--- config.mk ---
export PLATFORM = sky130hd
export DESIGN_NAME = lpfe_isqrt
export DESIGN_NICKNAME = d
export VERILOG_FILES = /design/src/rtl/core/lpfe_pkg.sv /design/src/rtl/core/lpfe_isqrt.sv
export SDC_FILE = /design/constraint.sdc
export NUM_CORES = 2
export LEC_CHECK = 0
export BUFFER_PORTS_ARGS = -buffer_cell sky130_fd_sc_hd__buf_2
export CAP_MARGIN = 5
export CORE_MARGIN = 2
export CORE_UTILIZATION = 42
export CTS_CLUSTER_DIAMETER = 120
export DETAILED_ROUTE_END_ITERATION = 6
export HOLD_SLACK_MARGIN = 0.15
export RECOVER_POWER = 100
export SYNTH_ARGS = -nofsm -noshare
export SYNTH_HDL_FRONTEND = slang
export SYNTH_SLANG_ARGS = --single-unit
--- constraint.sdc ---
create_clock -name clk -period 4.3 [get_ports clk]
set_input_delay 0.86 -clock clk [delete_from_list [all_inputs] [get_ports clk]]
set_output_delay 0.86 -clock clk [all_outputs]
set_load 0.03 [all_outputs]
--- src/rtl/core/lpfe_pkg.sv ---
// lpfe_pkg: shared constants for the lennard-jones pair force and energy core
// register indexes, reset values, fixed-point constants and unit latencies
// no dependencies
package lpfe_pkg;

	localparam int CFG_IDX_W = 3;

	typedef enum logic [CFG_IDX_W-1:0] {
		REG_SIGMA_LEN  = 3'd0,
		REG_CUT_INNER  = 3'd1,
		REG_CUT_OUTER  = 3'd2,
		REG_BOX_X      = 3'd3,
		REG_BOX_Y      = 3'd4,
		REG_WELL_DEPTH = 3'd5
	} cfg_idx_t;

	localparam logic [31:0] RST_SIGMA_LEN  = 32'd65536;
	localparam logic [31:0] RST_CUT_INNER  = 32'd72090;
	localparam logic [31:0] RST_CUT_OUTER  = 32'd117965;
	localparam logic [31:0] RST_BOX_X      = 32'd1310720;
	localparam logic [31:0] RST_BOX_Y      = 32'd1310720;
	localparam logic [31:0] RST_WELL_DEPTH = 32'd65536;

	localparam logic [63:0] ONE_Q32 = 64'h0000_0001_0000_0000;
	localparam logic [63:0] ALL_ONES = 64'hFFFF_FFFF_FFFF_FFFF;
	localparam logic [63:0] K12_LIM = 64'hFFFF_FFFF_FFFF_FFFF / 64'd12;
	localparam logic [63:0] OUT_MAX = 64'h0000_7FFF_FFFF_FFFF;
	localparam logic [63:0] OUT_NEG = 64'h0000_8000_0000_0000;

	// register counts of the arithmetic units
	localparam int L_MUL = 3;
	localparam int DIV_STEPS = 64;
	localparam int L_DIV = DIV_STEPS + 1;
	localparam int L_SQRT = 32;

endpackage

--- src/rtl/core/lpfe_isqrt.sv ---
// lpfe_isqrt: floor square root of a 64-bit value, one result bit a stage
// uses lpfe_pkg for the stage count
module lpfe_isqrt (
	input  logic        clk,
	input  logic        en,
	input  logic [63:0] rad,
	output logic [31:0] root
);

	localparam int STEPS = lpfe_pkg::L_SQRT;

	logic [63:0] v_s [STEPS];
	logic [63:0] r_s [STEPS];

	for (genvar i = 0; i < STEPS; i++) begin : g_step
		localparam logic [63:0] BITV = 64'd1 << (62 - 2*i);
		logic [63:0] vprev, rprev, sum;
		logic        ge;

		if (i == 0) begin : g_first
			assign vprev = rad;
			assign rprev = '0;
		end else begin : g_next
			assign vprev = v_s[i-1];
			assign rprev = r_s[i-1];
		end

		assign sum = rprev + BITV;
		assign ge = vprev >= sum;

		always_ff @(posedge clk) begin
			if (en) begin
				v_s[i] <= ge ? vprev - sum : vprev;
				r_s[i] <= ge ? (rprev >> 1) + BITV : rprev >> 1;
			end
		end
	end

	assign root = r_s[STEPS-1][31:0];

endmodule

; ---- Word level (Yosys, flattened, before mapping)
; Memory sizes are Yosys's and may differ from the RTL's.
; Cells that the tools add are included.
[totals]
memories = 2
register_bits = 0
latchBits = 0
output_inout_bits = 32
word_cells = 194
romBits = 0
ram_bits = 4096
[classes]
div = 0
magnitude_cmp = 32
shift = 0
add_sub_neg = 94
mux = 66
eq_ne = 0
reduce_logical = 0
multipliers = 0
n_bitwise = 0
[mem_list]
columns = name, words, word_bits, read_ports, rd_clocked_by_memory_dff, wr, line_no
row1 = r_s, 32, 64, 32, 0, 32, lpfe_isqrt.sv:13  ; logic [63:0] r_s [STEPS];
row2 = v_s, 32, 64, 31, 0, 32, lpfe_isqrt.sv:12  ; logic [63:0] v_s [STEPS];
[op_table]
columns = operator, count
row1 = 64-bit two-way mux, 63
row2 = 64-bit greater-or-equal comparator, 31
row3 = 64-bit subtractor, 31
row4 = "63-bit by 1-bit adder with 64-bit output, second input constant", 1
row5 = "63-bit by 11-bit adder with 64-bit output, second input constant", 1
row6 = "63-bit by 13-bit adder with 64-bit output, second input constant", 1
row7 = "63-bit by 15-bit adder with 64-bit output, second input constant", 1
row8 = "63-bit by 17-bit adder with 64-bit output, second input constant", 1
row9 = "63-bit by 19-bit adder with 64-bit output, second input constant", 1
row10 = "63-bit by 21-bit adder with 64-bit output, second input constant", 1
row11 = "63-bit by 23-bit adder with 64-bit output, second input constant", 1
row12 = "63-bit by 25-bit adder with 64-bit output, second input constant", 1
row13 = "63-bit by 27-bit adder with 64-bit output, second input constant", 1
row14 = "63-bit by 29-bit adder with 64-bit output, second input constant", 1
row15 = "63-bit by 3-bit adder with 64-bit output, second input constant", 1
row16 = "63-bit by 31-bit adder with 64-bit output, second input constant", 1
row17 = "63-bit by 33-bit adder with 64-bit output, second input constant", 1
row18 = "63-bit by 35-bit adder with 64-bit output, second input constant", 1
row19 = "63-bit by 37-bit adder with 64-bit output, second input constant", 1
row20 = "63-bit by 39-bit adder with 64-bit output, second input constant", 1
row21 = "63-bit by 41-bit adder with 64-bit output, second input constant", 1
row22 = "63-bit by 43-bit adder with 64-bit output, second input constant", 1
row23 = "63-bit by 45-bit adder with 64-bit output, second input constant", 1
row24 = "63-bit by 47-bit adder with 64-bit output, second input constant", 1
row25 = other kinds (45), 46

; ---- Depth between registers and ports, before layout
; An unclocked memory read counts as a cell.
[depth]
depth_word = 4
mapped_depth = 15

; ---- Least setup slack after synthesis
; OpenSTA, ideal clock, no wires.
[synth_path]
path_type = register -> register
startpoint = memory v_s[16][30]
endpoint = memory v_s[17][56], data pin
setup_slack_ns = 0.911
synth_period_minus_slack_ns = 3.389
setup_ns = 0.258
t_arrival_ns = 3.131
path_stages_with_launch = 11
t_required_ns = 4.042
n_path_buf = 0
cell_sequence = edfxtp_1 > ha_1 > nor2b_1 > o31a_1 > o41a_1 > a221oi_2 > a21oi_1 > nor4_2 > nand2b_1 > or4_1 > xnor2_1
[synth_lines]
columns = item, line_no
row1 = from (decl), lpfe_isqrt.sv:12

==> impl_results.md <==
- Die Width: 538 µm
- Number of synthesized flops with an enable pin: 2,512
- Cts bufs inserted: 281
- Vias in the first global route: 77,000
- Starting density of the core: 0.423
- Fin. Hold Viols: 0
- Util after Layout: 0.477
- NumNets Final: 10,500
- Post-route DRC: 0
- CP peak stage delay: 680 ps
- Drt total wl: 315,000 µm
- Sw Share: 0.293
- Top Ports: 98
- Die Ht: 538 µm
- Setup TNS after final layout: 0 ps
- Cell area after layout: 135,000 µm²
- Largest net degree at the start of global routing: 99
- First-pass GRT wire length: 470,000 µm
- Site row count: 195
- Synth Register Bits: 2,512
- Via density: 5.53
- Top FF cell, synth: edfxtp_1
- Post-synthesis cell area: 120,000 µm²
- Root buf cell: clkbuf_16
- Min cycle time layout: 4140 ps
- Commonest non-fill, non-tap cell in the layout: edfxtp_1
- Filler Cell Count: 24,700
- Setup Skew: 75.8 ps
- Fin worst setup slack: 156 ps
- CP arrival: 4680 ps
- Initial antenna violation count: 11
- Placed cell area: 126,000 µm²
- Total gr overflow: 0
- Mapped Nets: 10,000
- Total GRT Usage: 0.214
- Post-CTS Setup Bufs: 0
- Critical Path End Type: flop
- Internal power: 51.7 mW
- Max Buffers Root-to-Sink: 4
- Crit path buffers/inverters: 2
- Startpoint types: flop
- Register Area: 75,400 µm²
- Share of power burned in registers: 0.463
- VDD IR max: 408 µV
- Slowest-stage cell, CP: or4b_2
- Clock Sink Count: 2,512
- Mapped Cells: 9,402
- Max Cap Viol: 14
- Fin cells: 13,800
- Leak pwr: 50.5 nW
- IO Port Bufs: 97
- Worst Hold Class: in -> reg
- Power Total: 73.1 mW
- Final setup violation count: 0
- Worst slack, placed: -603 ps
- Sequential share of the synthesized area: 0.631
- Crit path max-delay family: simple AND/OR/NAND/NOR gates
- Final ANT Viol Nets: 0
- Core area: 283,000 µm²
- Asr flop ratio synth: 0
- P&R area growth vs syn: 12.9%
- CP Class: reg -> reg
- Logic pwr share: 0.205
- Run status: finished, violations left
- FMAX: 241 MHz
- Crit share post-route: 0.964
- Worst slew pin tran: 2270 ps
- Syn. warnings: 0
- Clock power share: 0.331
- Hold slack: 286 ps
- CP Max Fanout: 6
- Reg clk slew, reported paths: 60 ps
- Psw: 21.4 mW
- Latest clock arrival within the worst-skew pair: 890 ps
- Footprint of the multi-input gates: 40,800 µm²
- WP data required: 4840 ps
- Placed Cells incl. Taps: 13,300
- Power Density: 542 nW/µm²
- CTS tree: built
- Routed len/inst: 22.8 µm
- Via count: 76,600
- Placer congestion estimate: 0.948
- 1st-iter DRT viols: 6,111
- Layout cell share with drive strength beyond 1: 0.0680
- Avg Cell Area, Syn: 12.7 µm²
- Most frequent cells in the layout: edfxtp_1 (2,512), inv_1 (691), nor2_1 (636)
- Slew Limit Headroom: -0.514
- RSZ-0062 raised after global routing: false
- Post-DP HPWL: 240,000 µm
- TritonRoute pass-1 iters: 6
- Fin. max-slew vios: 808
- Synth unique cells: 99
- CP Cell Sequence: or4_4, nand3b_1, or4b_2, nor3_1, nor3b_1, a21bo_2, a2111oi_1, buf_4, nand2_1, xnor2_1, clkbuf_1
- Failing checks: capacitance limit, slew limit
- Die area: 289,000 µm²
- H-Tree Depth: 5
[synth_stat cells (58+ instances only)]
cell type / instances / share of area
o21bai_1: 65 / 0.0041
xor2_1: 398 / 0.029
a21oi_1: 627 / 0.026
edfxtp_1: 2512 / 0.63
or3_1: 107 / 0.0056
nor2b_1: 75 / 0.0039
inv_1: 688 / 0.022
nor3_1: 260 / 0.011
ha_1: 558 / 0.058
nor4_1: 332 / 0.017
a21o_1: 232 / 0.015
nand2b_1: 109 / 0.0057
nand3_1: 135 / 0.0057
o21a_1: 92 / 0.0058
mux2_2: 90 / 0.0085
o21ai_0: 367 / 0.015
nor2_1: 636 / 0.020
clkbuf_1: 121 / 0.0038
xnor2_1: 468 / 0.034
nand2_1: 558 / 0.018
or4_1: 58 / 0.0036
nand4_1: 159 / 0.0083
[flip-flops by register name, summed over array words and instances (netlist names)]
name / flops
r_s: 528
v_s: 1984
[power groups by stage]
stage               combinational [mW]  sequential (mW)  clock (mW)
floorplan                         10.7             32.9           0
global placement                  14.8             34.3           0
global route                      16.6             34.2        25.7
detailed placement                15.0             34.3           0
finish                            15.0             33.9        24.2
CTS                               15.2             33.9        24.7
[cell families after synthesis]
| logic type | count (synthesis) | synth area share |
|---|---|---|
| AO/OA/AOI/OAI | 1758 | 0.0912 |
| flip-flops | 2512 | 0.631 |
| AND/OR/NAND/NOR | 2725 | 0.118 |
| multiplexers | 110 | 0.0103 |
| buffers and inverters | 873 | 0.0279 |
| adder cells (fa/ha/maj) | 558 | 0.0584 |
| XOR/XNOR | 866 | 0.0634 |
[repair_timing]
item / CTS / global route
cloned: 0 / 0
hold buffers: 60 / 0
pin swaps: 1 / 1
resized for setup: 4 / 8
endpoints found under the setup margin: 38 / 13
endpoints found under the hold margin: 60 / 0
[worst paths after layout]
| kind | startpoint | to | slack (ps) | cells after the start |
|---|---|---|---|---|
| setup / recovery | v_s[21][50]$_DFFE_PP_ | v_s[22][46]$_DFFE_PP_ | 160 | 11 |
| hold / removal | rad[17] | v_s[0][17]$_DFFE_PP_ | 290 | 1 |
| setup reg to reg | v_s[21][50]$_DFFE_PP_ | v_s[22][46]$_DFFE_PP_ | 160 | 11 |
| hold reg to reg | v_s[12][28]$_DFFE_PP_ | v_s[13][28]$_DFFE_PP_ | 420 | 0 |
[routing by layer]
| layer | part of all wire | wire length [µm] | vias to the layer above | track usage |
|---|---|---|---|---|
| li1 | - | - | 36200 | - |
| met1 | 0.37 | 117000 | 37600 | 0.236 |
| met2 | 0.53 | 166000 | 2066 | 0.397 |
| met3 | 0.047 | 14800 | 692 | 0.0333 |
| met4 | 0.057 | 17800 | 2 | 0.108 |
| met5 | 0.000041 | 13 | - | 0 |
[area by class of cell]
type,count,share of cell area
clock buffers,330,0.0552
clock inverters,172,0.0135
repair buffers,367,0.0159
inverters,693,0.0193
diodes,6,0.000111
flip-flops and latches,2512,0.559
multi-input cells,6017,0.302
well taps,3743,0.0347
[worst reg2reg max path, stage by stage, from the launching register on]
cell and delay [ps]:
edfxtp_1 440, or4_4 580, nand3b_1 240, or4b_2 680, nor3_1 480, nor3b_1 260, a21bo_2 280, a2111oi_1 90
buf_4 190, nand2_1 70, xnor2_1 120, clkbuf_1 430
Note: power is estimated with default switching activity, not from simulation.
